## src/rtl/msid_pkg.sv

```systemverilog
// Package: opcodes, function codes, operation numbers and decode result type.
`default_nettype none
package msid_pkg;

  localparam int unsigned WordW = 32;

  // Operation class codes
  localparam logic [1:0] CLS_NORMAL  = 2'd0;
  localparam logic [1:0] CLS_BRANCH  = 2'd1;
  localparam logic [1:0] CLS_SYSCALL = 2'd2;
  localparam logic [1:0] CLS_SYNC    = 2'd3;

  // Major opcodes, bits 31..26
  localparam logic [5:0] OPC_SPECIAL = 6'h00;
  localparam logic [5:0] OPC_REGIMM  = 6'h01;
  localparam logic [5:0] OPC_J       = 6'h02;
  localparam logic [5:0] OPC_JAL     = 6'h03;
  localparam logic [5:0] OPC_BEQ     = 6'h04;
  localparam logic [5:0] OPC_BNE     = 6'h05;
  localparam logic [5:0] OPC_ADDIU   = 6'h09;
  localparam logic [5:0] OPC_SLTIU   = 6'h0B;
  localparam logic [5:0] OPC_ANDI    = 6'h0C;
  localparam logic [5:0] OPC_ORI     = 6'h0D;
  localparam logic [5:0] OPC_LUI     = 6'h0F;
  localparam logic [5:0] OPC_COP0    = 6'h10;
  localparam logic [5:0] OPC_COP1    = 6'h11;
  localparam logic [5:0] OPC_BEQL    = 6'h14;
  localparam logic [5:0] OPC_SQ      = 6'h1F;
  localparam logic [5:0] OPC_LW      = 6'h23;
  localparam logic [5:0] OPC_LBU     = 6'h24;
  localparam logic [5:0] OPC_LHU     = 6'h25;
  localparam logic [5:0] OPC_SB      = 6'h28;
  localparam logic [5:0] OPC_SH      = 6'h29;
  localparam logic [5:0] OPC_SW      = 6'h2B;
  localparam logic [5:0] OPC_LWC1    = 6'h31;
  localparam logic [5:0] OPC_LD      = 6'h37;
  localparam logic [5:0] OPC_SWC1    = 6'h39;
  localparam logic [5:0] OPC_SD      = 6'h3F;

  // SPECIAL function codes
  localparam logic [5:0] FN_SLL     = 6'h00;
  localparam logic [5:0] FN_SRL     = 6'h02;
  localparam logic [5:0] FN_SRA     = 6'h03;
  localparam logic [5:0] FN_JR      = 6'h08;
  localparam logic [5:0] FN_SYSCALL = 6'h0C;
  localparam logic [5:0] FN_BREAK   = 6'h0D;
  localparam logic [5:0] FN_SYNC    = 6'h0F;
  localparam logic [5:0] FN_MFHI    = 6'h10;
  localparam logic [5:0] FN_MULT    = 6'h18;
  localparam logic [5:0] FN_DIVU    = 6'h1B;
  localparam logic [5:0] FN_ADDU    = 6'h21;
  localparam logic [5:0] FN_AND     = 6'h24;
  localparam logic [5:0] FN_OR      = 6'h25;
  localparam logic [5:0] FN_SLTU    = 6'h2B;
  localparam logic [5:0] FN_DADDU   = 6'h2D;
  localparam logic [5:0] FN_DSLL    = 6'h38;
  localparam logic [5:0] FN_DSRL    = 6'h3A;
  localparam logic [5:0] FN_DSLL32  = 6'h3C;

  // REGIMM rt codes
  localparam logic [4:0] RT_BLTZ = 5'd0;
  localparam logic [4:0] RT_BGEZ = 5'd1;

  // COP1 rs codes for register moves, and function codes
  localparam logic [4:0] RS_MFC1 = 5'd0;
  localparam logic [4:0] RS_MTC1 = 5'd4;
  localparam logic [5:0] FN1_MOVE  = 6'h00;
  localparam logic [5:0] FN1_MULS  = 6'h02;
  localparam logic [5:0] FN1_DIVS  = 6'h03;
  localparam logic [5:0] FN1_MOVS  = 6'h06;
  localparam logic [5:0] FN1_CVTSW = 6'h20;
  localparam logic [5:0] FN1_CVTWS = 6'h24;

  // Dense operation numbers
  typedef enum logic [5:0] {
    OP_SLL, OP_SLTU, OP_DADDU, OP_MULT, OP_ADDU, OP_AND, OP_DSRL, OP_SRL,
    OP_DSLL, OP_OR, OP_DSLL32, OP_DIVU, OP_MFHI, OP_BREAK, OP_SRA, OP_SYSCALL,
    OP_SYNC, OP_JR, OP_BLTZ, OP_BGEZ, OP_MTC1, OP_MFC1, OP_CVTSW, OP_CVTWS,
    OP_DIVS, OP_MOVS, OP_MULS, OP_LUI, OP_ADDIU, OP_SQ, OP_EI, OP_LW,
    OP_SD, OP_SW, OP_LHU, OP_SH, OP_ORI, OP_LD, OP_ANDI, OP_LBU,
    OP_SB, OP_SLTIU, OP_SWC1, OP_LWC1, OP_BNE, OP_BEQ, OP_J, OP_JAL
  } op_e;

  // One decoded word
  typedef struct packed {
    logic [5:0]  op_id;
    logic [1:0]  op_class;
    logic        likely;
    logic        illegal;
    logic [4:0]  rs;
    logic [4:0]  rt;
    logic [4:0]  rd;
    logic [4:0]  sa;
    logic [5:0]  funct;
    logic [15:0] imm;
    logic [25:0] target;
  } dec_t;

endpackage
`default_nettype wire

```

## src/rtl/msid_decode.sv

```systemverilog
// Combinational decode of one instruction word into fields and operation number.
`default_nettype none
module msid_decode
  import msid_pkg::*;
(
  input  wire logic [WordW-1:0] word,
  output dec_t                  dec
);

  logic [5:0] opc;
  logic [5:0] op_num;
  logic [1:0] cls;
  logic       lk;
  logic       ok;

  assign opc = word[31:26];

  // Operation match
  always_comb begin
    op_num = 6'(OP_SLL);
    cls    = CLS_NORMAL;
    lk     = 1'b0;
    ok     = 1'b1;
    unique case (opc)
      OPC_SPECIAL: begin
        unique case (word[5:0])
          FN_SLL:     op_num = 6'(OP_SLL);
          FN_SLTU:    op_num = 6'(OP_SLTU);
          FN_DADDU:   op_num = 6'(OP_DADDU);
          FN_MULT:    op_num = 6'(OP_MULT);
          FN_ADDU:    op_num = 6'(OP_ADDU);
          FN_AND:     op_num = 6'(OP_AND);
          FN_DSRL:    op_num = 6'(OP_DSRL);
          FN_SRL:     op_num = 6'(OP_SRL);
          FN_DSLL:    op_num = 6'(OP_DSLL);
          FN_OR:      op_num = 6'(OP_OR);
          FN_DSLL32:  op_num = 6'(OP_DSLL32);
          FN_DIVU:    op_num = 6'(OP_DIVU);
          FN_MFHI:    op_num = 6'(OP_MFHI);
          FN_BREAK:   op_num = 6'(OP_BREAK);
          FN_SRA:     op_num = 6'(OP_SRA);
          FN_SYSCALL: begin
            op_num = 6'(OP_SYSCALL);
            cls    = CLS_SYSCALL;
          end
          FN_SYNC: begin
            op_num = 6'(OP_SYNC);
            cls    = CLS_SYNC;
          end
          FN_JR: begin
            op_num = 6'(OP_JR);
            cls    = CLS_BRANCH;
          end
          default: ok = 1'b0;
        endcase
      end
      OPC_REGIMM: begin
        unique case (word[20:16])
          RT_BLTZ: begin
            op_num = 6'(OP_BLTZ);
            cls    = CLS_BRANCH;
          end
          RT_BGEZ: begin
            op_num = 6'(OP_BGEZ);
            cls    = CLS_BRANCH;
          end
          default: ok = 1'b0;
        endcase
      end
      OPC_COP1: begin
        unique case (word[5:0])
          // register moves need the low 11 bits clear
          FN1_MOVE: begin
            if (word[10:0] != 11'd0) begin
              ok = 1'b0;
            end else if (word[25:21] == RS_MTC1) begin
              op_num = 6'(OP_MTC1);
            end else if (word[25:21] == RS_MFC1) begin
              op_num = 6'(OP_MFC1);
            end else begin
              ok = 1'b0;
            end
          end
          FN1_CVTSW: op_num = 6'(OP_CVTSW);
          FN1_CVTWS: op_num = 6'(OP_CVTWS);
          FN1_DIVS:  op_num = 6'(OP_DIVS);
          FN1_MOVS:  op_num = 6'(OP_MOVS);
          FN1_MULS:  op_num = 6'(OP_MULS);
          default:   ok = 1'b0;
        endcase
      end
      OPC_LUI:   op_num = 6'(OP_LUI);
      OPC_ADDIU: op_num = 6'(OP_ADDIU);
      OPC_SQ:    op_num = 6'(OP_SQ);
      OPC_COP0:  op_num = 6'(OP_EI);
      OPC_LW:    op_num = 6'(OP_LW);
      OPC_SD:    op_num = 6'(OP_SD);
      OPC_SW:    op_num = 6'(OP_SW);
      OPC_LHU:   op_num = 6'(OP_LHU);
      OPC_SH:    op_num = 6'(OP_SH);
      OPC_ORI:   op_num = 6'(OP_ORI);
      OPC_LD:    op_num = 6'(OP_LD);
      OPC_ANDI:  op_num = 6'(OP_ANDI);
      OPC_LBU:   op_num = 6'(OP_LBU);
      OPC_SB:    op_num = 6'(OP_SB);
      OPC_SLTIU: op_num = 6'(OP_SLTIU);
      OPC_SWC1:  op_num = 6'(OP_SWC1);
      OPC_LWC1:  op_num = 6'(OP_LWC1);
      OPC_BNE: begin
        op_num = 6'(OP_BNE);
        cls    = CLS_BRANCH;
      end
      OPC_BEQ: begin
        op_num = 6'(OP_BEQ);
        cls    = CLS_BRANCH;
      end
      // likely form shares the BEQ number
      OPC_BEQL: begin
        op_num = 6'(OP_BEQ);
        cls    = CLS_BRANCH;
        lk     = 1'b1;
      end
      OPC_J: begin
        op_num = 6'(OP_J);
        cls    = CLS_BRANCH;
      end
      OPC_JAL: begin
        op_num = 6'(OP_JAL);
        cls    = CLS_BRANCH;
      end
      default: ok = 1'b0;
    endcase
  end

  // Result; illegal words report operation zero, class normal
  always_comb begin
    dec.op_id    = ok ? op_num : 6'(OP_SLL);
    dec.op_class = ok ? cls : CLS_NORMAL;
    dec.likely   = ok & lk;
    dec.illegal  = ~ok;
    dec.rs       = word[25:21];
    dec.rt       = word[20:16];
    dec.rd       = word[15:11];
    dec.sa       = word[10:6];
    dec.funct    = word[5:0];
    dec.imm      = word[15:0];
    dec.target   = word[25:0];
  end

endmodule
`default_nettype wire

```

## src/rtl/mips_subset_instruction_decoder_unit.sv

```systemverilog
// Top level: registered instruction decoder with valid/stall channels.
//
//   channel  direction  handshake             payload
//   in       to block   in_valid / in_stall   instr_word
//   out      from block out_valid / out_stall op_id .. jump_target
//
// One word per cycle sustained while out_stall is low (input register, decode,
// result register). Reset clears both valid bits; payload registers are not reset.
// A stall on the output holds the result register; the input register then
// fills and in_stall rises only when both stages hold a word.
`default_nettype none
module mips_subset_instruction_decoder_unit
  import msid_pkg::*;
(
  input  wire logic             clk,
  input  wire logic             rst,
  input  wire logic             in_valid,
  output logic                  in_stall,
  input  wire logic [WordW-1:0] instr_word,
  output logic                  out_valid,
  input  wire logic             out_stall,
  output logic [5:0]            op_id,
  output logic [1:0]            op_class,
  output logic                  likely_flag,
  output logic                  illegal_flag,
  output logic [4:0]            src_reg,
  output logic [4:0]            tgt_reg,
  output logic [4:0]            dst_reg,
  output logic [4:0]            shift_amt,
  output logic [5:0]            func_code,
  output logic [15:0]           imm16,
  output logic [25:0]           jump_target
);

  logic             word_vld;
  logic [WordW-1:0] word_q;
  logic             res_vld;
  dec_t             res_q;
  dec_t             dec;
  logic             res_take;

  // Stage control
  assign res_take = ~res_vld | ~out_stall;
  assign in_stall = word_vld & ~res_take;

  msid_decode u_dec (
    .word (word_q),
    .dec  (dec)
  );

  // Input register
  always_ff @(posedge clk) begin
    if (rst) begin
      word_vld <= 1'b0;
    end else if (!in_stall) begin
      word_vld <= in_valid;
    end
    if (!in_stall && in_valid) begin
      word_q <= instr_word;
    end
  end

  // Result register
  always_ff @(posedge clk) begin
    if (rst) begin
      res_vld <= 1'b0;
    end else if (res_take) begin
      res_vld <= word_vld;
    end
    if (res_take && word_vld) begin
      res_q <= dec;
    end
  end

  assign out_valid    = res_vld;
  assign op_id        = res_q.op_id;
  assign op_class     = res_q.op_class;
  assign likely_flag  = res_q.likely;
  assign illegal_flag = res_q.illegal;
  assign src_reg      = res_q.rs;
  assign tgt_reg      = res_q.rt;
  assign dst_reg      = res_q.rd;
  assign shift_amt    = res_q.sa;
  assign func_code    = res_q.funct;
  assign imm16        = res_q.imm;
  assign jump_target  = res_q.target;

endmodule
`default_nettype wire

```

## config.mk

```make
export PLATFORM = sky130hd
export DESIGN_NAME = mips_subset_instruction_decoder_unit
export DESIGN_NICKNAME = d
export VERILOG_FILES = /design/src/rtl/msid_pkg.sv /design/src/rtl/msid_decode.sv /design/src/rtl/mips_subset_instruction_decoder_unit.sv
export SDC_FILE = /design/constraint.sdc
export NUM_CORES = 1
export LEC_CHECK = 0
export BUFFER_PORTS_ARGS = -buffer_cell sky130_fd_sc_hd__buf_4
export CAP_MARGIN = 0
export CORE_ASPECT_RATIO = 1.1
export CORE_MARGIN = 2
export CORE_UTILIZATION = 35
export DETAILED_ROUTE_END_ITERATION = 10
export HOLD_SLACK_MARGIN = 0.05
export SYNTH_ARGS = -nofsm -noshare
export SYNTH_HDL_FRONTEND = slang
export SYNTH_SLANG_ARGS = --single-unit
```

## constraint.sdc

```tcl
create_clock -name clk -period 3.89 [get_ports clk]
set_clock_uncertainty 0.05 [all_clocks]
set_input_delay 0.1945 -clock clk [delete_from_list [all_inputs] [get_ports clk]]
set_output_delay 0.1945 -clock clk [all_outputs]
set_load 0.01 [all_outputs]
```

# Yosys cells after proc, flatten, opt, wreduce, memory -nomap -nowiden
# Index checks and enable logic that the tools add are counted.
# word_totals
ff_bits,112
latchBits,0
mem_bits_rw,0
mem_bits_ro,0
in_bits,36
output_inout_bits,80
elab_cells,98
memories,0
# op_classes
add_sub_neg,0
mul,0
n_div,0
magnitude_cmp,0
n_eq_ne,45
shifts,0
n_mux,18
bitwise,7
reduce_logical,14
# op_table
op,n
$pmux 6 s24,1
$eq 6x6->1 const B,19
$pmux 5 s17,1
$eq 6x4->1 const B,9
$eq 6x5->1 const B,7
$pmux 6 s6,1
$eq 6x2->1 const B,4
$reduce_or 22->1,1
$eq 6x3->1 const B,3
$reduce_or 18->1,1
$logic_not 6->1,2
$mux 6,2
$pmux 2 s3,2
$reduce_bool 11->1,1
$logic_not 5->1,2
$pmux 5 s2,1
$reduce_or 5->1,2
$mux 1,7
$eq 6x1->1 const B,1
$eq 5x1->1 const B,1
$eq 5x3->1 const B,1
$mux 5,1
$not 1->1,4
$pmux 1 s4,1
other kinds (6),9

# Logic depth before layout (Yosys ltp)
# depth
word_depth,7
mapped_depth,7
depth_no_buf,5

# By module
# From an unflattened synthesis, not the netlist that was laid out.
# hier_totals
hier_cells,380
area_unflattened_um2,5098.6
# modules_own_cells
mod,instances,cells_each,area_each_um2,seq_area_each_um2
mips_subset_instruction_decoder_unit,1,120,3389.5,3343.2
msid_decode,1,260,1709.1,0.0

# Worst setup path before layout
# Ideal clock, no wire load.
# synth_timing
path_kind,register -> register
start,register word_vld
end,"register res_q, in the netlist dst_reg[0] (enable)"
setup_ps,484
arrival_ps,2989
required_time_ps,3356
setup_slack_ps,366
stages_incl_launch_ff,2
path_buffers,0
synth_period_minus_slack_ps,3524
path_cell_list,dfxtp_1 -> a21boi_0
# synth_via
elab_chain_cells,1
# synth_rtl
element,line,source
from (decl),mips_subset_instruction_decoder_unit.sv:35,logic word_vld;
from (signal assigned),mips_subset_instruction_decoder_unit.sv:56,word_vld <= in_valid;
$logic_and 1x1->1,mips_subset_instruction_decoder_unit.sv:70,if (res_take && word_vld) begin
to (signal assigned),mips_subset_instruction_decoder_unit.sv:71,res_q <= dec;
to (decl),mips_subset_instruction_decoder_unit.sv:38,dec_t res_q;
# Every way passes these cells.
# A chain may end at the register's enable or synchronous reset.

==> reports/results.env <==
OUTCOME='finished, final reports clean'
MIN_PERIOD_NS=2.15
GRT_FIRST_PASS_WIRELENGTH_MICRONS=12800
MAXUSEDROUTINGLAYER='met4'
MET3ROUTEDLENGTH_MICRONS=401
CLOCK_SINK_COUNT=70
MAX_SLEW.WORST_PIN.SLEW_NS=0.916
DP_HPWL_MICRONS=5500
AREA_GROWTH_SYNTH_TO_FINISH_PCT=31.5
FIRST_GLOBAL_VIAS=2523
ROUTE.VIAS.TOTAL=2673
TNS_SETUP_NS=0
CRITICAL_PATH.MAX_FANOUT=20
COUNT_OF_STATE_ELEMENTS_AFTER_SYNTHESIS=70
YS_TYPES=62
ROUTE.FINAL.WIRE_LENGTH_MICRONS=8040
INITIAL_UTILIZATION_PCT=36.2
WORST_SKEW_PAIR.LATE_LATENCY_NS=0.34
MOST_REPEATED_CELL_IN_THE_GATE_LEVEL_NETLIST_AFTER_SYNTHESIS='sky130_fd_sc_hd__edfxtp_1'
LAYOUT-DRIVE-GT1-SHARE_PCT=35.8
MIN_PERIOD_OVER_PERIOD_PCT=55.4
AVERAGE_WIRE_PER_CELL_IN_THE_ROUTED_DESIGN_MICRONS=15.1
CTS_TREE='built'
FINAL_LAYOUT_NET_COUNT=442
CRIT_START='word_q[30]$_DFFE_PP_'
VIASPERCELL=5.03
HOLDBUFCOUNTCTS=34
SYN_NETS=343
GPL.FINAL_WEIGHTED_CONGESTION=0.897
PLACE_WORST_SETUP_SLACK_NS=1.78
GR-TOTAL-OVERFLOW=0
CTS-HTREE-LEVELS=3
SETUP_SLACK_NS=1.74
HOLD_CLASS='in2reg'
POWER.LEAKAGE_nW=1.86
LARGEST_REGISTER_FFS=32
AVGSYNTHCELLAREA_SQ_UM=11.8
YS.WARNINGS.COUNT=0
POWER.TOTAL_mW=1.74
WL_MET1_MICRONS=3500
CELLS_TAKING_THE_MOST_AREA_AFTER_SYNTHESIS='sky130_fd_sc_hd__edfxtp_1 (56%), sky130_fd_sc_hd__buf_4 (9.6%), sky130_fd_sc_hd__nor2_1 (2.1%), sky130_fd_sc_hd__nand3_1 (1.7%), sky130_fd_sc_hd__nand2_1 (1.7%)'
TRITONCTS.NUM_BUFFERS=9
CP_DATA_REQUIRED_TIME_NS=3.92
LARGEST_NET_DEGREE_AT_THE_START_OF_GLOBAL_ROUTING=33
ANT_NETS=0
HOLD_VIOL_FINAL=0
HOLD_START='out_stall'
PLACEDINSTANCEAREA_SQ_UM=4210
CP_DATA_ARRIVAL_TIME_NS=2.18
ANTENNA_FOUND_INITIAL=0
CRITPATHCAPTURETYPE='register'
FMAX_MHz=464
GLOBAL_ROUTE.USAGE.TOTAL_PCT=14.6
SYNTH_ENABLE_FLOP_CELLS=68
CRITPATHLAUNCHTYPE='register'
YS_TOP_CELLS_BY_COUNT='sky130_fd_sc_hd__edfxtp_1 (68), sky130_fd_sc_hd__buf_4 (46), sky130_fd_sc_hd__nor2_1 (20)'
SYNTH_TOP_CELL_AREA_SHARE_PCT=56.5
SYN-INSTANCE-COUNT=307
DRCVIOLATIONCOUNT=0
MAX_FLOP_REGISTER='word_q'
CTS_BUFFER_DEPTH=2
POSTCTSSETUPBUFFERS=0
DIE-WIDTH_MICRONS=101
TIMING.MAX_CAP.VIOLATIONS=0
CTS.CLK_SLEW.WORST_PATHS_NS=0.08
CHIPHEIGHT_MICRONS=111
NUM_IO_PINS=116
YS_ASYNC_SR_FRACTION_PCT=0
LAYOUT.CELL_AREA.NON_FILLER_SQ_UM=4750
DRT_FIRST_ITER_VIOLATIONS=130
CLOCK-ROOT-BUFFER='sky130_fd_sc_hd__clkbuf_8'
FLOORPLAN.ROWS=38
SYN_AREA_SQ_UM=3620
UTILIZATION_PCT=47.6
GRT_SETUP_UNREPAIRED='no'
ROUTED_LENGTH_ON_MET2_MICRONS=4030
PORT_BUFFERS=115
SYNTH_TOP_CELL_BY_AREA='sky130_fd_sc_hd__edfxtp_1'
PEAKVDDDROP_mV=0.214
DRT_PRE_ANTENNA_ITERS=4
FILLCELLCOUNT=904
DESIGN.CORE.AREA_SQ_UM=9980
POST_CTS_RESIZE_COUNT=0
REPORT.FINAL.SETUP_VIOL=0
FINALMAXSLEWVIOLATIONS=0
MAIN_FLOP_TYPE_AFTER_SYNTHESIS='sky130_fd_sc_hd__edfxtp_1'
PATH_CLASS='reg2reg'
TIMING.SLEW.HEADROOM_PCT=38.8
CRITICAL_PATH.REG2REG.STARTPOINT='word_q[30]$_DFFE_PP_'
SYNTH_SEQUENTIAL_AREA_RATIO_PCT=57.6
CELLPOWERDENSITY_nW_PER_UM2=367
DIE_AREA_SQ_UM=11200
ANTENNA_CELLS_INSERTED=0
==> path summary, 6_finish.rpt <==
| check | to | slack [ns] | cells past startpoint |
|---|---|---|---|
| worst min-delay path | out_valid$_SDFFE_PP0N_ | 0.10 | 3 |
| worst min register to register | jump_target[15]$_DFFE_PP_ | 0.36 | 0 |
| worst max-delay path | illegal_flag$_DFFE_PP_ | 1.74 | 5 |
| worst max register to register | illegal_flag$_DFFE_PP_ | 1.74 | 5 |
==> cell type report <==
type / instances / area (sq um) / area share [%]
flip-flops and latches: 70 / 2080 / 43.8
repair buffers: 150 / 1210 / 25.5
multi-input cells: 168 / 1080 / 22.8
well taps: 120 / 150 / 3.16
clock buffers: 10 / 128 / 2.68
clock inverters: 6 / 71.3 / 1.50
inverters: 7 / 26.3 / 0.553
==> critical path, cell delays in order (launching register included) <==
cell and delay (ns):
sky130_fd_sc_hd__edfxtp_1 0.75, sky130_fd_sc_hd__nor2b_1 0.36, sky130_fd_sc_hd__nand4_1 0.19, sky130_fd_sc_hd__nor3_1 0.28
sky130_fd_sc_hd__nor2_1 0.09, sky130_fd_sc_hd__nor4bb_2 0.18
==> layout by cell type (no fill, tap or decap), types with 4 or more instances in the layout <==
master / netlist / final
sky130_fd_sc_hd__edfxtp_1: 68 / 68
sky130_fd_sc_hd__and3_1: 5 / 5
sky130_fd_sc_hd__inv_1: 7 / 7
sky130_fd_sc_hd__nor3_1: 8 / 8
sky130_fd_sc_hd__nor2_1: 20 / 20
sky130_fd_sc_hd__a31oi_1: 4 / 4
sky130_fd_sc_hd__a21oi_1: 10 / 10
sky130_fd_sc_hd__nor4_1: 4 / 4
sky130_fd_sc_hd__nand2_1: 16 / 16
sky130_fd_sc_hd__nand3_1: 12 / 12
sky130_fd_sc_hd__clkbuf_8: 0 / 9
sky130_fd_sc_hd__nand4_1: 6 / 6
sky130_fd_sc_hd__o211ai_1: 7 / 7
sky130_fd_sc_hd__dlygate4sd3_1: 0 / 34
sky130_fd_sc_hd__o21ai_0: 11 / 11
sky130_fd_sc_hd__buf_4: 46 / 116
sky130_fd_sc_hd__nor2b_1: 8 / 7
==> where the power goes <==
group / internal [mW] / leakage, nW / switching [mW]
combinational: 0.126 / 1.10 / 0.102
clock: 0.301 / 0.0931 / 0.290
sequential: 0.875 / 0.665 / 0.0494
total: 1.30 / 1.86 / 0.442
==> through the flow <==
stage / hold slack [ns] / std cells
final: 0.104 / 531
after floorplan: 0.217 / 307
after global routing: 0.131 / 531
after CTS: 0.0880 / 531
after global placement: 0.314 / 481
after detailed placement: 0.323 / 481
==> logic make-up (layout without fill, tap and decap cells) <==
group / count (synthesis) / in the layout / synth area share (%)
buffers and inverters: 69 / 173 / 12.9
AO/OA/AOI/OAI: 63 / 63 / 12.8
AND/OR/NAND/NOR: 101 / 101 / 15.4
multiplexers: 1 / 1 / 0.311
XOR/XNOR: 3 / 3 / 0.934
flip-flops: 70 / 70 / 57.6
==> layer usage <==
metal,vias to the layer above,global-route usage [%]
met4,0,4.41
met1,1262,19.5
met2,104,23.6
met5,-,0
li1,1300,-
met3,7,3.04
No activity file was read; power rests on OpenSTA's default activity.
